===== config.mk =====
export PLATFORM = sky130hd
export DESIGN_NAME = page_write_vector_coalescer
export DESIGN_NICKNAME = d
export VERILOG_FILES = /design/src/rtl/core/pwvc_pkg.sv /design/src/rtl/core/page_write_vector_coalescer.sv /design/src/rtl/core/pwvc_vec_ram.sv /design/src/rtl/core/pwvc_merge.sv
export SDC_FILE = /design/constraint.sdc
export NUM_CORES = 2
export LEC_CHECK = 0
export ABC_AREA = 1
export BUFFER_PORTS_ARGS = -buffer_cell sky130_fd_sc_hd__buf_2
export CAP_MARGIN = 40
export CORE_MARGIN = 1.5
export CORE_UTILIZATION = 50
export DETAILED_ROUTE_END_ITERATION = 6
export PLACE_DENSITY = 0.71
export REMOVE_ABC_BUFFERS = 1
export SLEW_MARGIN = 20
export SYNTH_ARGS = -nofsm -noshare
export SYNTH_HDL_FRONTEND = slang
export SYNTH_HIERARCHICAL = 1
export SYNTH_SLANG_ARGS = --single-unit

===== constraint.sdc =====
create_clock -name aclk -period 29.2 [get_ports aclk]
set_clock_uncertainty 0.2 [all_clocks]
set_input_delay 4.38 -clock aclk [delete_from_list [all_inputs] [get_ports aclk]]
set_output_delay 4.38 -clock aclk [all_outputs]
set_load 0.1 [all_outputs]

===== src/rtl/core/pwvc_pkg.sv =====
`default_nettype none
package pwvc_pkg;

    localparam int VEC_DEPTH = 32;
    localparam int VEC_AW    = $clog2(VEC_DEPTH);
    localparam int VEC_CW    = $clog2(VEC_DEPTH + 1);
    localparam int OWNER_W   = 16;
    localparam int FRAME_W   = 36;
    localparam int PAGE_W    = 32;
    localparam int CNT_W     = 16;

    localparam logic [CNT_W-1:0] LIMIT_RESET = 16'd256;
    localparam logic [CNT_W-1:0] LIMIT_MAX   = 16'hFFFF;

    typedef struct packed {
        logic [FRAME_W-1:0] base;
        logic [CNT_W-1:0]   len;
    } vec_entry_t;

    // open transfer bookkeeping
    typedef struct packed {
        logic [OWNER_W-1:0] owner;
        logic [PAGE_W-1:0]  first_page;
        logic [CNT_W-1:0]   page_total;
        logic [VEC_CW-1:0]  used;
        logic [VEC_AW-1:0]  head;
    } xfer_state_t;

    // merge decision for one page against the open transfer
    typedef struct packed {
        logic               join_ok;
        logic [VEC_AW-1:0]  wr_addr;
        vec_entry_t         wr_data;
        logic [PAGE_W-1:0]  first_page;
        logic [VEC_AW-1:0]  head;
        logic               add_vec;
    } merge_t;

endpackage
`default_nettype wire


===== src/rtl/core/page_write_vector_coalescer.sv =====
// Page write vector coalescer.
// s_ channel: one dirty page or a flush per transfer. s_tdata carries
// owner_id, phys_frame and logical_page; s_tuser[0] is flush_only.
// m_ channel: one scatter-gather vector per transfer, emitted when a
// transfer closes; m_tlast marks the final vector of the list.
// cfg_ channel: max_pages_per_transfer (0 selects 65535), always ready;
// write it only while the block is idle.
// Steps: a page that opens a transfer is written straight from idle; a
// page that joins is a vector ram read, then modify and write back. A page
// that closes a transfer is a ram read and evaluation, then per stored
// vector a ram read, output load and output transfer; a flush goes straight
// to the vectors. Each output transfer is stretched by however long
// m_tready stays low. Only one item is in work at a time; s_tready is low
// until its last vector has been taken.
// Reset (aresetn low, synchronous): no transfer open, limit back to 256,
// no output pending. The vector ram needs no clearing: only entries of
// the open transfer are ever read.
`default_nettype none
module page_write_vector_coalescer (
    input  wire logic         aclk,
    input  wire logic         aresetn,
    input  wire logic         s_tvalid,
    output logic              s_tready,
    // [15:0] owner_id, [51:16] phys_frame, [83:52] logical_page
    input  wire logic [87:0]  s_tdata,
    // [0] flush_only
    input  wire logic [0:0]   s_tuser,
    output logic              m_tvalid,
    input  wire logic         m_tready,
    // [4:0] vec_index, [40:5] vec_base_frame, [56:41] vec_frames,
    // [72:57] xfer_owner, [104:73] xfer_first_page, [120:105] xfer_page_total
    output logic [127:0]      m_tdata,
    output logic              m_tlast,
    input  wire logic         cfg_valid,
    output logic              cfg_ready,
    input  wire logic [15:0]  cfg_data
);

    typedef enum logic [4:0] {
        S_IDLE      = 5'b00001,
        S_EVAL      = 5'b00010,
        S_EMIT_RD   = 5'b00100,
        S_EMIT_LD   = 5'b01000,
        S_EMIT_WAIT = 5'b10000
    } state_t;

    state_t                              state_reg, state_next;
    logic [pwvc_pkg::CNT_W-1:0]          limit_cfg_reg;
    logic                                open_reg, open_next;
    pwvc_pkg::xfer_state_t               xs_reg, xs_next;
    logic [pwvc_pkg::VEC_AW-1:0]         idx_reg, idx_next;

    logic [pwvc_pkg::OWNER_W-1:0]        pend_owner_reg;
    logic [pwvc_pkg::FRAME_W-1:0]        pend_frame_reg;
    logic [pwvc_pkg::PAGE_W-1:0]         pend_lp_reg;
    logic                                pend_flush_reg;

    logic                                out_valid_reg, out_valid_next;
    logic [120:0]                        out_data_reg;
    logic                                out_last_reg;
    logic                                out_load;

    logic                                s_xfer;
    logic                                m_xfer;
    logic                                emit_last;
    logic [pwvc_pkg::CNT_W-1:0]          limit;
    logic [pwvc_pkg::VEC_AW-1:0]         last_addr;

    logic                                wr_en;
    logic [pwvc_pkg::VEC_AW-1:0]         wr_addr;
    pwvc_pkg::vec_entry_t                wr_data;
    logic [pwvc_pkg::VEC_AW-1:0]         rd_addr_a;
    pwvc_pkg::vec_entry_t                rd_data_a;
    pwvc_pkg::vec_entry_t                rd_data_b;
    pwvc_pkg::merge_t                    mres;

    assign s_tready  = (state_reg == S_IDLE);
    assign cfg_ready = 1'b1;
    assign s_xfer    = s_tvalid && s_tready;
    assign m_xfer    = out_valid_reg && m_tready;
    assign m_tvalid  = out_valid_reg;
    assign m_tdata   = {7'b0, out_data_reg};
    assign m_tlast   = out_last_reg;

    assign limit     = (limit_cfg_reg == '0) ? pwvc_pkg::LIMIT_MAX : limit_cfg_reg;
    assign last_addr = xs_reg.head + xs_reg.used[pwvc_pkg::VEC_AW-1:0] - 1'b1;
    assign emit_last = (({1'b0, idx_reg} + 1'b1) == xs_reg.used);
    assign rd_addr_a = (state_reg == S_EMIT_RD) ? (xs_reg.head + idx_reg) : last_addr;

    pwvc_vec_ram u_ram (
        .aclk      (aclk),
        .wr_en     (wr_en),
        .wr_addr   (wr_addr),
        .wr_data   (wr_data),
        .rd_addr_a (rd_addr_a),
        .rd_addr_b (xs_reg.head),
        .rd_data_a (rd_data_a),
        .rd_data_b (rd_data_b)
    );

    pwvc_merge u_merge (
        .xs        (xs_reg),
        .limit     (limit),
        .owner     (pend_owner_reg),
        .frame     (pend_frame_reg),
        .lp        (pend_lp_reg),
        .last_addr (last_addr),
        .last_ent  (rd_data_a),
        .front_ent (rd_data_b),
        .res       (mres)
    );

    always_comb begin
        state_next     = state_reg;
        open_next      = open_reg;
        xs_next        = xs_reg;
        idx_next       = idx_reg;
        out_valid_next = out_valid_reg;
        out_load       = 1'b0;
        wr_en          = 1'b0;
        wr_addr        = '0;
        wr_data.base   = pend_frame_reg;
        wr_data.len    = pwvc_pkg::CNT_W'(1);

        unique case (state_reg)
            S_IDLE: begin
                if (s_xfer) begin
                    if (s_tuser[0]) begin
                        if (open_reg) begin
                            idx_next   = '0;
                            state_next = S_EMIT_RD;
                        end
                    end else if (!open_reg) begin
                        wr_en              = 1'b1;
                        wr_data.base       = s_tdata[51:16];
                        open_next          = 1'b1;
                        xs_next.owner      = s_tdata[15:0];
                        xs_next.first_page = s_tdata[83:52];
                        xs_next.page_total = pwvc_pkg::CNT_W'(1);
                        xs_next.used       = pwvc_pkg::VEC_CW'(1);
                        xs_next.head       = '0;
                    end else begin
                        state_next = S_EVAL;
                    end
                end
            end
            S_EVAL: begin
                if (mres.join_ok) begin
                    wr_en              = 1'b1;
                    wr_addr            = mres.wr_addr;
                    wr_data            = mres.wr_data;
                    xs_next.first_page = mres.first_page;
                    xs_next.head       = mres.head;
                    xs_next.page_total = xs_reg.page_total + 1'b1;
                    if (mres.add_vec) begin
                        xs_next.used = xs_reg.used + 1'b1;
                    end
                    state_next = S_IDLE;
                end else begin
                    idx_next   = '0;
                    state_next = S_EMIT_RD;
                end
            end
            S_EMIT_RD: begin
                state_next = S_EMIT_LD;
            end
            S_EMIT_LD: begin
                out_load       = 1'b1;
                out_valid_next = 1'b1;
                state_next     = S_EMIT_WAIT;
            end
            S_EMIT_WAIT: begin
                if (m_xfer) begin
                    out_valid_next = 1'b0;
                    if (!emit_last) begin
                        idx_next   = idx_reg + 1'b1;
                        state_next = S_EMIT_RD;
                    end else begin
                        state_next = S_IDLE;
                        if (pend_flush_reg) begin
                            open_next          = 1'b0;
                            xs_next.used       = '0;
                            xs_next.page_total = '0;
                        end else begin
                            // closing page opens the next transfer
                            wr_en              = 1'b1;
                            open_next          = 1'b1;
                            xs_next.owner      = pend_owner_reg;
                            xs_next.first_page = pend_lp_reg;
                            xs_next.page_total = pwvc_pkg::CNT_W'(1);
                            xs_next.used       = pwvc_pkg::VEC_CW'(1);
                            xs_next.head       = '0;
                        end
                    end
                end
            end
            default: begin
                state_next = S_IDLE;
            end
        endcase
    end

    always_ff @(posedge aclk) begin
        if (!aresetn) begin
            state_reg     <= S_IDLE;
            limit_cfg_reg <= pwvc_pkg::LIMIT_RESET;
            open_reg      <= 1'b0;
            xs_reg        <= '0;
            idx_reg       <= '0;
            out_valid_reg <= 1'b0;
        end else begin
            state_reg     <= state_next;
            open_reg      <= open_next;
            xs_reg        <= xs_next;
            idx_reg       <= idx_next;
            out_valid_reg <= out_valid_next;
            if (cfg_valid && cfg_ready) begin
                limit_cfg_reg <= cfg_data;
            end
        end
    end

    always_ff @(posedge aclk) begin
        if (s_xfer) begin
            pend_owner_reg <= s_tdata[15:0];
            pend_frame_reg <= s_tdata[51:16];
            pend_lp_reg    <= s_tdata[83:52];
            pend_flush_reg <= s_tuser[0];
        end
        if (out_load) begin
            out_data_reg <= {xs_reg.page_total, xs_reg.first_page, xs_reg.owner,
                             rd_data_a.len, rd_data_a.base, idx_reg};
            out_last_reg <= emit_last;
        end
    end

endmodule
`default_nettype wire


===== src/rtl/core/pwvc_vec_ram.sv =====
`default_nettype none
module pwvc_vec_ram (
    input  wire logic                            aclk,
    input  wire logic                            wr_en,
    input  wire logic [pwvc_pkg::VEC_AW-1:0]     wr_addr,
    input  wire pwvc_pkg::vec_entry_t            wr_data,
    input  wire logic [pwvc_pkg::VEC_AW-1:0]     rd_addr_a,
    input  wire logic [pwvc_pkg::VEC_AW-1:0]     rd_addr_b,
    output pwvc_pkg::vec_entry_t                 rd_data_a,
    output pwvc_pkg::vec_entry_t                 rd_data_b
);

    pwvc_pkg::vec_entry_t mem [pwvc_pkg::VEC_DEPTH];

    always_ff @(posedge aclk) begin
        if (wr_en) begin
            mem[wr_addr] <= wr_data;
        end
        rd_data_a <= mem[rd_addr_a];
        rd_data_b <= mem[rd_addr_b];
    end

endmodule
`default_nettype wire


===== src/rtl/core/pwvc_merge.sv =====
`default_nettype none
module pwvc_merge (
    input  wire pwvc_pkg::xfer_state_t                xs,
    input  wire logic [pwvc_pkg::CNT_W-1:0]           limit,
    input  wire logic [pwvc_pkg::OWNER_W-1:0]         owner,
    input  wire logic [pwvc_pkg::FRAME_W-1:0]         frame,
    input  wire logic [pwvc_pkg::PAGE_W-1:0]          lp,
    input  wire logic [pwvc_pkg::VEC_AW-1:0]          last_addr,
    input  wire pwvc_pkg::vec_entry_t                 last_ent,
    input  wire pwvc_pkg::vec_entry_t                 front_ent,
    output pwvc_pkg::merge_t                          res
);

    logic                           can_join;
    logic [pwvc_pkg::PAGE_W:0]      after;
    logic [pwvc_pkg::FRAME_W:0]     last_end;
    logic                           lp_after;
    logic                           before_ok;
    logic                           ext_last;
    logic                           ext_front;
    logic                           vec_free;
    logic                           new_vec;

    always_comb begin
        can_join  = (owner == xs.owner) && (xs.page_total < limit);
        after     = {1'b0, xs.first_page} + {{(pwvc_pkg::PAGE_W+1-pwvc_pkg::CNT_W){1'b0}},
                                             xs.page_total};
        lp_after  = ({1'b0, lp} == after);
        before_ok = (xs.first_page != '0) && (lp == xs.first_page - 1'b1);
        last_end  = {1'b0, last_ent.base} +
                    {{(pwvc_pkg::FRAME_W+1-pwvc_pkg::CNT_W){1'b0}}, last_ent.len};
        ext_last  = lp_after && ({1'b0, frame} == last_end);
        ext_front = before_ok && (front_ent.base != '0) &&
                    (frame == front_ent.base - 1'b1);
        vec_free  = (xs.used < pwvc_pkg::VEC_CW'(pwvc_pkg::VEC_DEPTH));
        new_vec   = (lp_after || before_ok) && vec_free;

        res            = '0;
        res.first_page = xs.first_page;
        res.head       = xs.head;
        res.join_ok    = can_join && (ext_last || ext_front || new_vec);
        if (ext_last) begin
            res.wr_addr      = last_addr;
            res.wr_data.base = last_ent.base;
            res.wr_data.len  = last_ent.len + 1'b1;
        end else if (ext_front) begin
            res.wr_addr      = xs.head;
            res.wr_data.base = frame;
            res.wr_data.len  = front_ent.len + 1'b1;
            res.first_page   = lp;
        end else begin
            res.add_vec      = 1'b1;
            res.wr_data.base = frame;
            res.wr_data.len  = pwvc_pkg::CNT_W'(1);
            if (!lp_after) begin
                // new vector in front of the ring
                res.head       = xs.head - 1'b1;
                res.wr_addr    = xs.head - 1'b1;
                res.first_page = lp;
            end else begin
                res.wr_addr    = xs.head + xs.used[pwvc_pkg::VEC_AW-1:0];
            end
        end
    end

endmodule
`default_nettype wire


Word level (Yosys, flattened, before mapping)
Memories as Yosys holds them, arrays and structs flattened. A register that Yosys moved wholly into a read port is not among the register bits.
Index checks and enable logic that the tools add are counted.
- register bits: 310
- latch bits: 0
- memory bits (writable): 1664
- bits in read-only memories: 0
- bits of input ports: 110
- memories: 1
- add/sub/neg operators: 14
- multiply operators: 0
- divide/modulo/power cells: 0
- $lt $le $gt $ge: 2
- equality and inequality tests: 27
- shift-type cells: 0
- multiplexer cells: 63
- bitwise operators: 0
- reductions and logical operators: 27
- memory list (name ; words ; width ; rd ports ; clocked after Yosys merged registers in ; wr ports ; RTL line ; source):
    u_ram.mem ; 32 ; 52 ; 2 ; 2 ; 1 ; pwvc_vec_ram.sv:13 ; pwvc_pkg::vec_entry_t mem [pwvc_pkg::VEC_DEPTH];
- operators by type and width (operator ; number):
    $mux W75 ; 5
    $pmux W59 S3 ; 1
    $mux W37 ; 3
    $mux W36 ; 3
    $mux W89 ; 1
    $mux W5 ; 16
    $pmux W36 S2 ; 1
    $mux W59 ; 1
    $mux W57 ; 1
    $mux W52 ; 1
    $add A16 B1 Y16 const B ; 3
    $mux W48 ; 1
    $mux W38 ; 1
    $add A36 B16 Y37 ; 1
    $eq A36 B37 Y1 ; 1
    $eq A36 B36 Y1 ; 1
    $reduce_bool A36 Y1 ; 1
    $sub A36 B1 Y36 const B ; 1
    $add A32 B16 Y33 ; 1
    $eq A32 B33 Y1 ; 1
    $eq A32 B32 Y1 ; 1
    $mux W16 ; 2
    $pmux W16 S2 ; 1
    $reduce_bool A32 Y1 ; 1
    38 further kinds ; 83

Longest topological paths before layout
- depth after elaboration: 12
- mapped depth: 33
- gate-level depth less buffers: 31

By module
Netlist, hierarchy kept.
- by module, submodules not included (module ; times used ; cells an instance ; area an instance (um^2)):
    pwvc_vec_ram ; 1 ; 9715 ; 86439.2
    page_write_vector_coalescer ; 1 ; 1384 ; 13237.7
    pwvc_merge ; 1 ; 2413 ; 11877.6

Least setup slack after synthesis
No wires, ideal clock.
- kind: register -> register
- start point: register state_reg[0]
- end point: register state_reg[0]
- setup time: 126 ps
- data arrival time: 10171 ps
- setup slack: 18703 ps
- cell stages (with the launch flop): 9
- period minus slack after synthesis: 10497 ps
- cells stage by stage: dfxtp_1 -> nor2_1 -> nand2_1 -> nor3_1 -> inv_1 -> nand2_1 -> a21oi_1 -> o21ai_0 -> nand2_1
- longest elaborated chain between the ends: 4
- elaborated cells on any way between the ends: 11
- RTL lines (item ; RTL line ; source):
    start, declared ; page_write_vector_coalescer.sv:47 ; state_t state_reg, state_next;
    start signal, assigned ; page_write_vector_coalescer.sv:212 ; state_reg <= state_next;
    $eq A5 B1 Y1 ; page_write_vector_coalescer.sv:77, page_write_vector_coalescer.sv:125 ;
    $logic_and A1 B1 Y1 ; page_write_vector_coalescer.sv:79 ; assign s_xfer = s_tvalid && s_tready;
    $ne A2 B1 Y1 (no source line) ; - ;
    $reduce_and A3 Y1 (no source line) ; - ;
Several ways; a longest one is shown, not always the timed one.
A chain may end at the register's enable or synchronous reset.

==> impl_metrics.tcl <==
set metrics [dict create \
    dp_hpwl_um 227000 \
    stdcell_count 16588 \
    period_minus_slack_ns 8.91 \
    reg2reg_slack_ns 20.29 \
    r2r_cells 26 \
    hp-class "reg -> reg" \
    cp_slowest_cell "nand3_2" \
    status "finished with violations" \
    tightest_slew_ns 1.27 \
    worst_setup_path_start_kind "flop" \
    htreeDepth 4 \
    postCtsResizedCells 0 \
    cpPeakStageDelay_ns 0.75 \
    violations "design-rule violations" \
    cts_buffer_depth 3 \
    period_share_pct 30.5 \
    postCtsHoldBufs 0 \
    cts_setup_buffers 0 \
    track_usage_pct 33.6 \
    first_global_vias 90212 \
    syn_inst 13512 \
    fill_cells 19831 \
    rsz0062_at_grt "false" \
    maxSlewHeadroom_pct 15.0 \
    multi_input_area_mm2 0.0447 \
    grt_max_degree 221 \
    rows 173 \
    gp_congestion 0.996 \
    path_max_fanout 36 \
    initial_core_util_pct 50.2 \
    ys_seq_area_share_pct 54.1 \
    firstDrtPassIters 7 \
    drtIter0Drc 14838 \
    die_w_um 475 \
    synth.avg_cell_area_um2 8.26 \
    nets 13601 \
    area_growth_pct 10.0 \
    setup_violations 0 \
    peakVddDrop_v 0.000231 \
    die-area_mm2 0.226 \
    power.total_uw 14400 \
    fin_tns_setup_ns 0 \
    cts_made_buffers 214 \
    placed_cell_area_mm2 0.115 \
    clkTransAtPathRegs_ns 0.06 \
    wl_per_cell_um 23.6 \
    largest_reg_flops 1664 \
    p_leak_uw 0.0509 \
    finalInstanceArea_mm2 0.123 \
    drive_gt1_share_pct 7.09 \
    grt_pass1_wl_um 571000 \
    utilization_pct 55.3 \
    slew_viol_final 0 \
    ant_nets 0 \
    io_pins 242 \
    cts_tree "built" \
    cts.sinks 2078 \
    dpl.cell_count 16157 \
    fp.coreArea_mm2 0.222 \
    antenna_found_initial 22 \
    worst_ep_arrival_time_ns 9.21 \
    critPathMostFrequentCell "nor2_1" \
    ff_latch_area_mm2 0.0603 \
    clock_latency_ns 0.91 \
    min_path_cells 0 \
    die_h_um 475 \
    crit_required_ns 29.50 \
    worstReg2RegStart "u_ram/rd_data_b[16]$_DFF_P_" \
    io_buffers 229 \
    min_from "xs_reg[70]$_SDFFE_PN0P_" \
    crit_start "u_ram/rd_data_b[16]$_DFF_P_" \
    whs_endpoint "out_data_reg[68]$_DFFE_PP_" \
    clock.fmax_ghz 0.112 \
    finalWirelength_um 392000 \
    synth-seq-cells 2078 \
    cts-root-buf "clkbuf_16" \
    endpoint_kind "flop" \
    vias 98525 \
    routed_via_density 5.94 \
    ys_warn_count 6 \
    ys_types 61 \
    criticalPathCategory "reg -> reg" \
    grt_overflow 0 \
    netlist_area_mm2 0.112 \
    hold_violations 0 \
    worstReg2RegEnd "u_ram/mem[16][30]$_DFFE_PP_" \
    drc 1 \
    power_density_mw_per_mm2 118 \
    max-cap-violations 0 \
]
## synthesized netlist by cell type (all sizes together)
cell type / instances / area (um^2)
ha: 71 / 888
buf: 696 / 4200
o221ai: 1 / 8.76
o21bai: 3 / 33.8
nand4: 90 / 576
clkinv: 2 / 7.51
fa: 5 / 100
xor2: 143 / 1250
o22ai: 9 / 87.6
dfxtp: 207 / 4140
inv: 582 / 2190
a22oi: 2 / 15.0
nand3: 2886 / 14500
nor3b: 2 / 15.0
a211oi: 1 / 7.51
clkbuf: 125 / 470
nand2b: 2 / 12.5
a21oi: 121 / 628
nor3: 47 / 262
xnor2: 63 / 552
nor4: 9 / 56.3
o2111ai: 1 / 8.76
edfxtp: 1871 / 56200
a2111oi: 1 / 8.76
nand2: 5913 / 22300
a221oi: 1 / 8.76
a21o: 1 / 7.51
o21ai: 126 / 631
and2: 5 / 31.3
or2: 16 / 100
o211ai: 8 / 60.1
a21boi: 1 / 7.51
mux2i: 14 / 140
xnor3: 2 / 45.0
and3: 3 / 18.8
conb: 2 / 7.51
nand3b: 30 / 225
nor2: 450 / 1790
## placed cells by master, fill, tap and decap left out, types with 16 or more instances in the layout
cell and count:
nand2_1 5889, nand3_1 2873, edfxtp_1 1871, inv_1 557
nor2_1 390, buf_2 230, clkbuf_16 219, dfxtp_1 202
buf_4 160, xor2_1 143, a21oi_1 114, nand4_1 88
o21ai_0 80, clkbuf_1 74, ha_1 71, xnor2_1 63
o21ai_1 42, nor3_1 41, buf_12 39, nor2_4 38
buf_16 37, clkinv_1 33, nand3b_1 30, clkinv_2 25
nand2_2 22, nor2_2 21, clkbuf_8 20, buf_8 19
buf_6 17, inv_2 16, bufinv_16 16
## routing by layer
metal / track usage, % / up-vias / wire, um
met2: 51.5 / 6880 / 172000
met5: 0 / - / 300
met3: 7.21 / 1372 / 51800
met4: 19.7 / 28 / 24500
met1: 44.1 / 45454 / 143000
li1: - / 44791 / -
## critical path: cells and delay by family, from the launching register on
kind,cells,cell delay (ns)
simple gates,18,5.35
buf+inv,6,1.99
fa+ha+maj,1,0.35
flops,1,0.33
xor+xnor,1,0.20
## worst max path at each step
| stage | end | slack (ns) | cells after the start |
|---|---|---|---|
| after floorplan | u_ram/rd_data_a[0]$_DFF_P_ | -54.68 | 12 |
| after global placement | u_ram/mem[17][24]$_DFFE_PP_ | 18.73 | 25 |
| after detailed placement | u_ram/mem[18][24]$_DFFE_PP_ | 19.87 | 11 |
| after CTS | u_ram/mem[18][24]$_DFFE_PP_ | 20.22 | 25 |
| after global routing | u_ram/mem[16][30]$_DFFE_PP_ | 20.16 | 26 |
| final | u_ram/mem[16][30]$_DFFE_PP_ | 20.29 | 26 |
## kinds of logic after synthesis
family	Yosys count	share of synthesized area [%]
simple gates	9453	35.7
flops	2078	54.1
buf+inv	1405	6.16
compound gates	276	1.36
xor+xnor	208	1.66
fa+ha+maj	76	0.886
mux	14	0.126
other cells	2	0.00673
## power breakdown
group | switching (uW) | internal [uW] | total, uW
registers | 322 | 3650 | 3970
clock network | 1180 | 1570 | 2760
logic | 5600 | 2100 | 7700
total | 7110 | 7330 | 14400
## metrics by stage
stage	worst slack [ns]	hold WS, ns
after floorplan	-54.68	0.230
after global placement	18.73	0.241
after detailed placement	19.87	0.252
after CTS	20.22	0.249
after global routing	20.16	0.283
final	20.29	0.248
## cell type report
cell class | count | share of cell area [%]
Antenna cell | 9 | 0.0183
Clock buffer | 313 | 4.91
Clock inverter | 92 | 0.829
Inverter | 584 | 1.85
Multi-Input combinational cell | 10035 | 36.4
Sequential cell | 2078 | 49.2
Tap cell | 2975 | 3.03
Timing Repair Buffer | 502 | 3.77
(Power assumes the default switching activity.)
